[config.mk]
export PLATFORM = sky130hd
export DESIGN_NAME = checked_slot_mailbox_store
export DESIGN_NICKNAME = d
export VERILOG_FILES = /design/src/csms_pkg.sv /design/src/csms_front.sv /design/src/csms_queue.sv /design/src/csms_back.sv /design/src/checked_slot_mailbox_store.sv
export SDC_FILE = /design/constraint.sdc
export NUM_CORES = 2
export LEC_CHECK = 0
export ABC_AREA = 1
export CELL_PAD_IN_SITES_DETAIL_PLACEMENT = 1
export CELL_PAD_IN_SITES_GLOBAL_PLACEMENT = 1
export CORE_MARGIN = 3
export CORE_UTILIZATION = 30
export DETAILED_ROUTE_END_ITERATION = 6
export DONT_BUFFER_PORTS = 1
export PLACE_DENSITY_LB_ADDON = 0.1
export SYNTH_ARGS = -nofsm -noshare
export SYNTH_HDL_FRONTEND = slang
export SYNTH_SLANG_ARGS = --single-unit
[constraint.sdc]
create_clock -name clock -period 25.5 [get_ports clock]
set_input_delay 1.275 -clock clock [delete_from_list [all_inputs] [get_ports clock]]
set_output_delay 1.275 -clock clock [all_outputs]
set_load 0.005 [all_outputs]
[src/csms_pkg.sv]
// ----------------------------------------------------------------------------
// csms_pkg
// Shared types, constants and helpers of the checked slot mailbox store.
// ----------------------------------------------------------------------------
package csms_pkg;

   // table geometry
   localparam int SLOT_COUNT = 8;
   localparam int SLOT_BYTES = 32;
   localparam int QUEUE_DEPTH = 2;

   localparam int IDX_W      = (SLOT_COUNT > 1) ? $clog2(SLOT_COUNT) : 1;
   localparam int POS_W      = $clog2(SLOT_BYTES + 1);
   localparam int MEM_DEPTH  = SLOT_COUNT * SLOT_BYTES;
   localparam int ADDR_W     = (MEM_DEPTH > 1) ? $clog2(MEM_DEPTH) : 1;
   localparam int QPTR_W     = (QUEUE_DEPTH > 1) ? $clog2(QUEUE_DEPTH) : 1;
   localparam int QCNT_W     = $clog2(QUEUE_DEPTH + 1);
   localparam int SIZE_W     = 7;

   localparam logic [7:0] SLOT_COUNT_B = 8'(SLOT_COUNT);
   localparam logic [7:0] SLOT_BYTES_B = 8'(SLOT_BYTES);
   localparam logic [7:0] TAG_EMPTY    = 8'hFF;

   // request commands
   typedef enum logic [1:0] {
      CMD_WRITE_BEGIN = 2'd0,
      CMD_WRITE_DATA  = 2'd1,
      CMD_READ        = 2'd2
   } cmd_type;

   // result status codes
   typedef enum logic [2:0] {
      STAT_OK        = 3'd0,
      STAT_BOUND     = 3'd1,
      STAT_TOO_LARGE = 3'd2,
      STAT_NOT_FOUND = 3'd3,
      STAT_BUF_SMALL = 3'd4,
      STAT_INVALID   = 3'd5
   } status_type;

   // classified operation kinds
   typedef enum logic [1:0] {
      OP_ERROR = 2'd0,
      OP_BEGIN = 2'd1,
      OP_DATA  = 2'd2,
      OP_READ  = 2'd3
   } op_kind_type;

   // one classified item handed from front to back
   typedef struct packed {
      op_kind_type            kind;
      status_type             status;
      logic [IDX_W-1:0]       slot;
      logic [7:0]             arg;
   } op_type;

   // back-end sequencer states
   typedef enum logic [1:0] {
      S_IDLE  = 2'd0,
      S_SUM   = 2'd1,
      S_CHECK = 2'd2,
      S_EMIT  = 2'd3
   } state_type;

   // byte sum folded twice and inverted
   function automatic logic [15:0] fold_invert(input logic [15:0] s);
      logic [8:0] v;
      begin
         v = 9'(s[15:8]) + 9'(s[7:0]);
         v = v + 9'(v[8]);
         fold_invert = ~{7'd0, v};
      end
   endfunction

   // flat byte address of a slot position
   function automatic logic [ADDR_W-1:0] mem_addr(input logic [IDX_W-1:0] slot,
                                                  input logic [POS_W-1:0] pos);
      begin
         mem_addr = ADDR_W'(slot) * ADDR_W'(SLOT_BYTES) + ADDR_W'(pos);
      end
   endfunction

endpackage

[src/csms_front.sv]
// ----------------------------------------------------------------------------
// csms_front
// Accepts request items, range-checks them and turns them into operations.
// ----------------------------------------------------------------------------
module csms_front
   import csms_pkg::*;
(
   input  logic        req_tvalid,
   output logic        req_tready,
   input  logic [1:0]  req_tuser,   // command
   input  logic [31:0] req_tdata,   // slot, data_size, data_byte, buffer_length
   input  logic        q_full,
   output logic        q_push,
   output op_type      q_op
);

   logic [7:0] slot;
   logic [7:0] data_size;
   logic [7:0] data_byte;
   logic [7:0] buffer_length;

   assign slot          = req_tdata[7:0];
   assign data_size     = req_tdata[15:8];
   assign data_byte     = req_tdata[23:16];
   assign buffer_length = req_tdata[31:24];

   // take an item whenever the queue has room
   assign req_tready = !q_full;
   assign q_push     = req_tvalid && !q_full;

   // classify the command
   always_comb begin
      q_op.kind   = OP_ERROR;
      q_op.status = STAT_INVALID;
      q_op.slot   = slot[IDX_W-1:0];
      q_op.arg    = 8'd0;
      unique case (cmd_type'(req_tuser))
         CMD_WRITE_BEGIN: begin
            if (slot >= SLOT_COUNT_B) begin
               q_op.status = STAT_BOUND;
            end else if (data_size > SLOT_BYTES_B) begin
               q_op.status = STAT_TOO_LARGE;
            end else begin
               q_op.kind = OP_BEGIN;
               q_op.arg  = data_size;
            end
         end
         CMD_WRITE_DATA: begin
            q_op.kind = OP_DATA;
            q_op.arg  = data_byte;
         end
         CMD_READ: begin
            if (slot >= SLOT_COUNT_B) begin
               q_op.status = STAT_BOUND;
            end else begin
               q_op.kind = OP_READ;
               q_op.arg  = buffer_length;
            end
         end
         default: begin
            q_op.status = STAT_INVALID;
         end
      endcase
   end

endmodule

[src/csms_queue.sv]
// ----------------------------------------------------------------------------
// csms_queue
// Short operation queue between the front and the back.
// ----------------------------------------------------------------------------
module csms_queue
   import csms_pkg::*;
(
   input  logic   clock,
   input  logic   reset,
   input  logic   push,
   input  op_type push_op,
   output logic   full,
   input  logic   pop,
   output logic   head_valid,
   output op_type head_op
);

   op_type              entry_ff [QUEUE_DEPTH];
   logic [QPTR_W-1:0]   wr_ptr_ff, wr_ptr_in;
   logic [QPTR_W-1:0]   rd_ptr_ff, rd_ptr_in;
   logic [QCNT_W-1:0]   count_ff, count_in;

   assign full       = (count_ff == QCNT_W'(QUEUE_DEPTH));
   assign head_valid = (count_ff != '0);
   assign head_op    = entry_ff[rd_ptr_ff];

   // pointer and count update
   always_comb begin
      wr_ptr_in = wr_ptr_ff;
      rd_ptr_in = rd_ptr_ff;
      count_in  = count_ff;
      if (push) begin
         wr_ptr_in = (wr_ptr_ff == QPTR_W'(QUEUE_DEPTH - 1)) ? '0 : wr_ptr_ff + 1'b1;
      end
      if (pop) begin
         rd_ptr_in = (rd_ptr_ff == QPTR_W'(QUEUE_DEPTH - 1)) ? '0 : rd_ptr_ff + 1'b1;
      end
      if (push && !pop) begin
         count_in = count_ff + 1'b1;
      end else if (pop && !push) begin
         count_in = count_ff - 1'b1;
      end
   end

   always_ff @(posedge clock) begin
      if (reset) begin
         wr_ptr_ff <= '0;
         rd_ptr_ff <= '0;
         count_ff  <= '0;
      end else begin
         wr_ptr_ff <= wr_ptr_in;
         rd_ptr_ff <= rd_ptr_in;
         count_ff  <= count_in;
      end
   end

   // entry storage
   always_ff @(posedge clock) begin
      if (push) begin
         entry_ff[wr_ptr_ff] <= push_op;
      end
   end

endmodule

[src/csms_back.sv]
// ----------------------------------------------------------------------------
// csms_back
// Executes operations against the slot table and drives the result register.
// ----------------------------------------------------------------------------
module csms_back
   import csms_pkg::*;
(
   input  logic        clock,
   input  logic        reset,
   input  logic        q_valid,
   input  op_type      q_op,
   output logic        q_pop,
   output logic        rsp_tvalid,
   input  logic        rsp_tready,
   output logic [15:0] rsp_tdata,   // read_byte, stored_size, zero pad
   output logic [2:0]  rsp_tuser,   // status
   output logic        rsp_tlast
);

   // slot table
   logic [7:0]        tag_ff   [SLOT_COUNT];
   logic [7:0]        size_ff  [SLOT_COUNT];
   logic [POS_W-1:0]  fill_ff  [SLOT_COUNT];
   logic [15:0]       csum_ff  [SLOT_COUNT];
   logic [7:0]        mem      [MEM_DEPTH];
   logic [7:0]        mem_q_ff;

   // write stream state
   logic [IDX_W-1:0]  wslot_ff, wslot_in;
   logic [POS_W-1:0]  wpos_ff, wpos_in;
   logic [7:0]        wsize_ff, wsize_in;
   logic [15:0]       rsum_ff, rsum_in;

   // read walk state
   state_type         state_ff, state_in;
   logic [IDX_W-1:0]  cur_slot_ff, cur_slot_in;
   logic [SIZE_W-1:0] cur_size_ff, cur_size_in;
   logic [POS_W-1:0]  cur_fill_ff, cur_fill_in;
   logic [POS_W-1:0]  ptr_ff, ptr_in;
   logic [POS_W-1:0]  ptr_nxt;
   logic [15:0]       sum_ff, sum_in;

   // result register
   logic              rsp_valid_ff, rsp_valid_in;
   logic [2:0]        rsp_status_ff;
   logic [7:0]        rsp_byte_ff;
   logic [SIZE_W-1:0] rsp_size_ff;
   logic              rsp_last_ff;

   logic              out_free;
   logic              emit;
   status_type        emit_status;
   logic [7:0]        emit_byte;
   logic [SIZE_W-1:0] emit_size;
   logic              emit_last;
   logic              begin_we;
   logic              data_we;
   logic              rd_en;
   logic [ADDR_W-1:0] rd_addr;

   assign out_free = !rsp_valid_ff || rsp_tready;
   assign ptr_nxt  = ptr_ff + 1'b1;

   // sequencer: next state and outputs
   always_comb begin
      state_in    = state_ff;
      cur_slot_in = cur_slot_ff;
      cur_size_in = cur_size_ff;
      cur_fill_in = cur_fill_ff;
      ptr_in      = ptr_ff;
      sum_in      = sum_ff;
      wslot_in    = wslot_ff;
      wpos_in     = wpos_ff;
      wsize_in    = wsize_ff;
      rsum_in     = rsum_ff;
      q_pop       = 1'b0;
      begin_we    = 1'b0;
      data_we     = 1'b0;
      rd_en       = 1'b0;
      rd_addr     = mem_addr(cur_slot_ff, ptr_ff);
      emit        = 1'b0;
      emit_status = STAT_OK;
      emit_byte   = 8'd0;
      emit_size   = '0;
      emit_last   = 1'b1;
      unique case (state_ff)
         S_IDLE: begin
            if (q_valid && out_free) begin
               q_pop = 1'b1;
               unique case (q_op.kind)
                  OP_ERROR: begin
                     emit        = 1'b1;
                     emit_status = q_op.status;
                  end
                  OP_BEGIN: begin
                     begin_we = 1'b1;
                     wslot_in = q_op.slot;
                     wpos_in  = '0;
                     wsize_in = q_op.arg;
                     rsum_in  = 16'(q_op.slot) + 16'(q_op.arg);
                     emit     = 1'b1;
                  end
                  OP_DATA: begin
                     emit = 1'b1;
                     if ((8'(wpos_ff) < wsize_ff) && (wpos_ff < POS_W'(SLOT_BYTES))) begin
                        data_we = 1'b1;
                        rsum_in = rsum_ff + 16'(q_op.arg);
                        wpos_in = wpos_ff + 1'b1;
                     end else begin
                        emit_status = STAT_TOO_LARGE;
                     end
                  end
                  OP_READ: begin
                     if (tag_ff[q_op.slot] != 8'(q_op.slot)) begin
                        emit        = 1'b1;
                        emit_status = STAT_NOT_FOUND;
                     end else if (size_ff[q_op.slot] > SLOT_BYTES_B) begin
                        emit        = 1'b1;
                        emit_status = STAT_TOO_LARGE;
                     end else if (q_op.arg < size_ff[q_op.slot]) begin
                        emit        = 1'b1;
                        emit_status = STAT_BUF_SMALL;
                     end else begin
                        cur_slot_in = q_op.slot;
                        cur_size_in = SIZE_W'(size_ff[q_op.slot]);
                        cur_fill_in = fill_ff[q_op.slot];
                        sum_in      = 16'(tag_ff[q_op.slot]) + 16'(size_ff[q_op.slot]);
                        ptr_in      = '0;
                        state_in    = S_SUM;
                     end
                  end
                  default: begin
                     emit        = 1'b1;
                     emit_status = STAT_INVALID;
                  end
               endcase
            end
         end
         S_SUM: begin
            // byte at ptr-1 arrives now; unfilled positions count as zero
            if (ptr_ff != '0) begin
               sum_in = sum_ff + ((ptr_ff <= cur_fill_ff) ? 16'(mem_q_ff) : 16'd0);
            end
            if (ptr_ff < POS_W'(SLOT_BYTES)) begin
               rd_en  = 1'b1;
               ptr_in = ptr_nxt;
            end else begin
               state_in = S_CHECK;
            end
         end
         S_CHECK: begin
            if (out_free) begin
               if (fold_invert(sum_ff) != csum_ff[cur_slot_ff]) begin
                  emit        = 1'b1;
                  emit_status = STAT_INVALID;
                  state_in    = S_IDLE;
               end else if (cur_size_ff == '0) begin
                  emit     = 1'b1;
                  state_in = S_IDLE;
               end else begin
                  rd_en    = 1'b1;
                  rd_addr  = mem_addr(cur_slot_ff, '0);
                  ptr_in   = '0;
                  state_in = S_EMIT;
               end
            end
         end
         S_EMIT: begin
            if (out_free) begin
               emit      = 1'b1;
               emit_byte = (ptr_ff < cur_fill_ff) ? mem_q_ff : 8'd0;
               emit_size = cur_size_ff;
               emit_last = (ptr_nxt == POS_W'(cur_size_ff));
               if (emit_last) begin
                  state_in = S_IDLE;
               end else begin
                  rd_en   = 1'b1;
                  rd_addr = mem_addr(cur_slot_ff, ptr_nxt);
                  ptr_in  = ptr_nxt;
               end
            end
         end
         default: begin
            state_in = S_IDLE;
         end
      endcase
   end

   assign rsp_valid_in = emit || (rsp_valid_ff && !rsp_tready);

   // control registers
   always_ff @(posedge clock) begin
      if (reset) begin
         state_ff     <= S_IDLE;
         rsp_valid_ff <= 1'b0;
         wslot_ff     <= '0;
         wpos_ff      <= '0;
         wsize_ff     <= 8'd0;
         rsum_ff      <= 16'd0;
      end else begin
         state_ff     <= state_in;
         rsp_valid_ff <= rsp_valid_in;
         wslot_ff     <= wslot_in;
         wpos_ff      <= wpos_in;
         wsize_ff     <= wsize_in;
         rsum_ff      <= rsum_in;
      end
   end

   // walk registers and result payload
   always_ff @(posedge clock) begin
      cur_slot_ff <= cur_slot_in;
      cur_size_ff <= cur_size_in;
      cur_fill_ff <= cur_fill_in;
      ptr_ff      <= ptr_in;
      sum_ff      <= sum_in;
      if (emit) begin
         rsp_status_ff <= emit_status;
         rsp_byte_ff   <= emit_byte;
         rsp_size_ff   <= emit_size;
         rsp_last_ff   <= emit_last;
      end
   end

   // slot headers: tag, size, fill count
   always_ff @(posedge clock) begin
      if (reset) begin
         for (int i = 0; i < SLOT_COUNT; i++) begin
            tag_ff[i]  <= TAG_EMPTY;
            size_ff[i] <= 8'd0;
            fill_ff[i] <= '0;
         end
      end else if (begin_we) begin
         tag_ff[q_op.slot]  <= 8'(q_op.slot);
         size_ff[q_op.slot] <= q_op.arg;
         fill_ff[q_op.slot] <= '0;
      end else if (data_we) begin
         fill_ff[wslot_ff] <= wpos_in;
      end
   end

   // checksums, valid once the slot is begun
   always_ff @(posedge clock) begin
      if (begin_we) begin
         csum_ff[q_op.slot] <= fold_invert(rsum_in);
      end else if (data_we) begin
         csum_ff[wslot_ff] <= fold_invert(rsum_in);
      end
   end

   // byte memory, one write and one registered read port
   always_ff @(posedge clock) begin
      if (data_we) begin
         mem[mem_addr(wslot_ff, wpos_ff)] <= q_op.arg;
      end
      if (rd_en) begin
         mem_q_ff <= mem[rd_addr];
      end
   end

   assign rsp_tvalid = rsp_valid_ff;
   assign rsp_tuser  = rsp_status_ff;
   assign rsp_tdata  = {1'b0, rsp_size_ff, rsp_byte_ff};
   assign rsp_tlast  = rsp_last_ff;

   // queue is drained only between operations
   a_pop_idle: assert property (@(posedge clock) disable iff (reset)
      q_pop |-> state_ff == S_IDLE)
      else $error("operation popped while a read walk is running");

   // a byte result never runs past the stored size
   a_emit_bound: assert property (@(posedge clock) disable iff (reset)
      (state_ff == S_EMIT && out_free) |-> (ptr_ff < POS_W'(cur_size_ff)))
      else $error("read stream ran past the stored size");

   // data writes stay within the slot
   a_write_bound: assert property (@(posedge clock) disable iff (reset)
      data_we |-> (wpos_ff < POS_W'(SLOT_BYTES)) && (8'(wpos_ff) < wsize_ff))
      else $error("data write beyond the slot size");

   // the fill count of a walked slot never exceeds its size
   a_fill_size: assert property (@(posedge clock) disable iff (reset)
      (state_ff == S_SUM) |-> (cur_fill_ff <= POS_W'(cur_size_ff)))
      else $error("slot fill count above its size");

endmodule

[src/checked_slot_mailbox_store.sv]
// ----------------------------------------------------------------------------
// checked_slot_mailbox_store
// Slot table with checksummed mailboxes: writes stream bytes in, reads verify
// the slot and stream its bytes out.
//
//   channel  direction  tdata                              tuser    tlast
//   req_     in         slot, data_size, data_byte, blen   command  -
//   rsp_     out        read_byte, stored_size             status   last
//
// write begin, write byte and error items finish in the back end's idle state.
// a good read walks all slot bytes through the single memory read port to
// recompute the checksum, then one byte out per cycle while the output is free.
// reset clears the slot tags at once; there is no clearing pass.
// a two-item queue lets requests be taken while the back end is busy or the
// result register is stalled.
// ----------------------------------------------------------------------------
module checked_slot_mailbox_store
   import csms_pkg::*;
(
   input  logic        clock,
   input  logic        reset,
   input  logic        req_tvalid,
   output logic        req_tready,
   input  logic [31:0] req_tdata,   // slot, data_size, data_byte, buffer_length
   input  logic [1:0]  req_tuser,   // command
   output logic        rsp_tvalid,
   input  logic        rsp_tready,
   output logic [15:0] rsp_tdata,   // read_byte, stored_size, zero pad
   output logic [2:0]  rsp_tuser,   // status
   output logic        rsp_tlast
);

   logic   q_full;
   logic   q_push;
   op_type q_push_op;
   logic   q_pop;
   logic   q_valid;
   op_type q_head_op;

   // front: accept and classify
   csms_front u_front (
      .req_tvalid (req_tvalid),
      .req_tready (req_tready),
      .req_tuser  (req_tuser),
      .req_tdata  (req_tdata),
      .q_full     (q_full),
      .q_push     (q_push),
      .q_op       (q_push_op)
   );

   // operation queue
   csms_queue u_queue (
      .clock      (clock),
      .reset      (reset),
      .push       (q_push),
      .push_op    (q_push_op),
      .full       (q_full),
      .pop        (q_pop),
      .head_valid (q_valid),
      .head_op    (q_head_op)
   );

   // back: table, checksum walk and results
   csms_back u_back (
      .clock      (clock),
      .reset      (reset),
      .q_valid    (q_valid),
      .q_op       (q_head_op),
      .q_pop      (q_pop),
      .rsp_tvalid (rsp_tvalid),
      .rsp_tready (rsp_tready),
      .rsp_tdata  (rsp_tdata),
      .rsp_tuser  (rsp_tuser),
      .rsp_tlast  (rsp_tlast)
   );

endmodule
==> flow_summary.yaml <==
status:
  outcome: "finished, final reports clean"
timing:
  fin_skew_ps: 44.07
  max_slew_margin_pct: 17.33
  hold_violations: 0
  setup_viol: 0
  fmax_ghz: 0.1075
  drv_slew: 0
  finalCriticalPeriod_ps: 9303
  fin_tns_setup_ps: 0
  rsz0062_at_grt: "no"
  fin_crit_sh_pct: 36.48
  tightest_slew_ps: 1240
cells_and_area:
  drive_gt1_share_pct: 6.246
  seqCellArea_um2: 71700
  fill_cells: 38377
  multi_input_area_um2: 29400
  fin_util_pct: 33.96
  nNetsFinal: 9842
  stdcell_area_um2: 119000
  area_growth_pct: 12.43
detailed_routing:
  via_per_inst: 5.087
  avgRoutedWirePerCell_um: 26.47
  drtAntennaViolNets: 0
  vias: 73984
  drtPass1Iterations: 5
  drcViolationCount: 0
  drt-total-wl_mm: 385.0
  drtIter0Drc: 6162
clocking:
  htree_levels: 5
  post-cts-setup-buffers: 0
  cts_buffer_depth: 4
  cts.sink_count: 2405
  clkTransAtPathRegs_ps: 60
  cts_buffers: 293
  clockRootBuffer: "clkbuf_16"
  cts_tree: "yes"
  holdBufCountCts: 0
  cts-resized-gates: 0
  clock_latency_ps: 900
floorplan:
  dieArea_um2: 359900
  rows: 217
  io_pins: 60
  start_util_pct: 30.21
  core-area_um2: 350200
  die_x_um: 599.9
  die_h_um: 599.9
worst_setup_path:
  crit_path_top_delay_cell: "buf_4"
  start_kind: "flop"
  rr_worst_depth: 38
  slowest_delay_ps: 850
  cp_max_fo: 144
  crit_top_cell: "nand2_1"
  r2r_setup_slack_ps: 16200
  reg2reg_to: "u_back.mem_q_ff[6]$_DFFE_PP_"
  crit_arrival_ps: 9930
  required_ps: 26130
  endpoint_kind: "flop"
  critical_path_class: "reg2reg"
  reg2reg_from: "u_back.sum_ff[0]$_DFFE_PP_"
synthesis:
  synth_nets: 10055
  async_flop_share_pct: 0
  synth_seq_cells: 2405
  synth-edff-count: 2353
  ys_types: 60
  syn_area_um2: 105800
  syn-instance-count: 9929
  yosysSeqAreaShare_pct: 67.76
  yosys.area.top_type_share_pct: 66.78
  syn_area_per_cell_um2: 10.66
  yosysTopAreaCell: "edfxtp_1"
  synth_flop_cell: "edfxtp_1"
  ys_warn_count: 0
  synth_area_leaders: "edfxtp_1 (67%), nand2_1 (11%), nand3_1 (9.2%), nor2_1 (2.1%), buf_2 (1.7%)"
hold_path:
  holdPathEnd: "u_back.tag_ff[1][6]$_SDFFE_PP0P_"
  hold_class: "reg2reg"
  hold_path_startpoint: "u_back.tag_ff[1][6]$_SDFFE_PP0P_"
  min_path_cells: 2
place:
  hpwl_mm: 219.9
  place.gp.congestion: 0.7991
  portBuffers: 0
  placed_area_um2: 109700
job:
  drv_cap: 0
power_and_ir_drop:
  p_sw_share_pct: 30.79
  power_density_nw_per_um2: 94.33
  clkPwrFrac_pct: 36.8
  p_int_mw: 7.766
  p_sw_mw: 3.455
  power.leakage_nw: 44.18
  seqPwrFrac_pct: 44.6
  comb_power_share_pct: 18.6
  peakVddDrop_mv: 0.1846
global_routing:
  first_global_vias: 76753
  grt_first_pass_wirelength_mm: 558.3
  grt_max_degree: 178
  antenna_found_initial: 26
  grt_overflow_total: 0
  grt_use_total_pct: 21.02
[cell usage after synthesis (11+ instances only)]
library cell / instances
nand2_1: 3193
edfxtp_1: 2353
nand3_1: 1953
nor2_1: 586
inv_1: 403
buf_2: 354
clkbuf_1: 172
a21oi_1: 163
o211ai_1: 118
o21ai_0: 87
ha_1: 82
buf_1: 53
dfxtp_1: 52
buf_6: 46
a22oi_1: 33
nand3b_1: 29
xor2_1: 28
nor3_1: 20
nand4_1: 17
buf_4: 16
or2_2: 16
nor4_1: 14
a221oi_1: 12
inv_2: 11
xnor2_1: 11
[registers in the layout (all words and copies together) (netlist names), 16 cells and up, named ones only]
signal / cells
u_back.mem: 2048
u_back.csum_ff: 72
u_back.size_ff: 64
u_back.fill_ff: 48
u_back.tag_ff: 32
u_queue.entry_ff: 32
u_back.rsum_ff: 16
u_back.sum_ff: 16
[logic make-up after synthesis]
logic type,after synthesis,share of synthesized area (%)
flip-flops,2405,67.76
adder cells (fa/ha/maj),88,1.083
other,1,0.003544
XOR/XNOR,41,0.3536
AND/OR/NAND/NOR,5858,23.44
AO/OA/AOI/OAI,470,2.765
buffers and inverters,1066,4.591
[final cells by class]
cell class	count	area share, %
inverters	425	1.415
multi-input cells	6458	24.72
diodes	3	0.006311
flip-flops and latches	2405	60.27
repair buffers	133	0.9866
clock buffers	366	6.626
clock inverters	155	1.141
well taps	4599	4.837
[layout by cell type (no fill, tap or decap), types with 11 or more instances in the layout]
master	instances
clkinv_1	72
buf_4	119
a21oi_1	163
nor4_1	14
dfxtp_1	52
nand2_2	22
nand3b_1	29
o21ai_0	80
nand3_1	1953
edfxtp_1	2353
clkinv_2	53
nand4_1	17
nor3_1	16
inv_1	394
a221oi_1	12
ha_1	82
a22oi_1	33
clkbuf_16	306
clkbuf_1	60
o211ai_1	118
bufinv_16	23
buf_12	14
nor2_1	585
xor2_1	28
nand2_1	3174
or2_2	16
xnor2_1	11
[critical path: cells and delay by family (launching register included)]
family                     cells  cell delay (ps)
DFF                            1              410
AOI/OAI and AO/OA              1              130
buffers and inverters          7             3230
and+or+nand+nor               26             3490
adders and majority gates      4             1150
[routing by layer]
metal,GRT usage [%],up-vias,share of wire (%),routed length [um]
li1,-,33949,-,-
met1,30.02,38011,47,180100
met2,34.26,1572,47,179900
met3,2.130,448,4.2,15980
met4,5.091,4,2.3,8944
met5,0,-,0.0055,21
[how the worst max path moves through the flow]
stage	slack, ps	from	end	cells after the start
final	16200	u_back.sum_ff[0]$_DFFE_PP_	u_back.mem_q_ff[6]$_DFFE_PP_	38
after global routing	15500	u_back.sum_ff[8]$_DFFE_PP_	u_back.mem_q_ff[6]$_DFFE_PP_	38
after CTS	16190	u_back.sum_ff[0]$_DFFE_PP_	u_back.mem_q_ff[6]$_DFFE_PP_	38
after detailed placement	16160	u_back.sum_ff[0]$_DFFE_PP_	u_back.mem_q_ff[6]$_DFFE_PP_	38
after global placement	16290	u_back.sum_ff[8]$_DFFE_PP_	u_back.mem_q_ff[5]$_DFFE_PP_	38
after floorplan	17000	flop	u_back.csum_ff[0][7]$_DFFE_PP_	36
[power by group through the flow]
stage / combinational, mW / clock [mW] / sequential (mW)
finish: 2.09 / 4.13 / 5.01
global route: 2.29 / 4.38 / 5.01
CTS: 2.14 / 4.23 / 5.01
detailed placement: 2.13 / 0 / 5.09
global placement: 2.10 / 0 / 5.09
floorplan: 1.06 / 0 / 5.18
[stage by stage]
stage / hold slack, ps / instances / power [mW] / setup slack (ps)
floorplan: 431.8 / 9929 / 6.244 / 17000
global placement: 447.2 / 14020 / 7.189 / 16290
detailed placement: 456.6 / 14020 / 7.222 / 16160
CTS: 384.3 / 14541 / 11.38 / 16190
global route: 416.7 / 14542 / 11.68 / 15500
finish: 462.9 / 14544 / 11.22 / 16200
(Power assumes the default switching activity.)
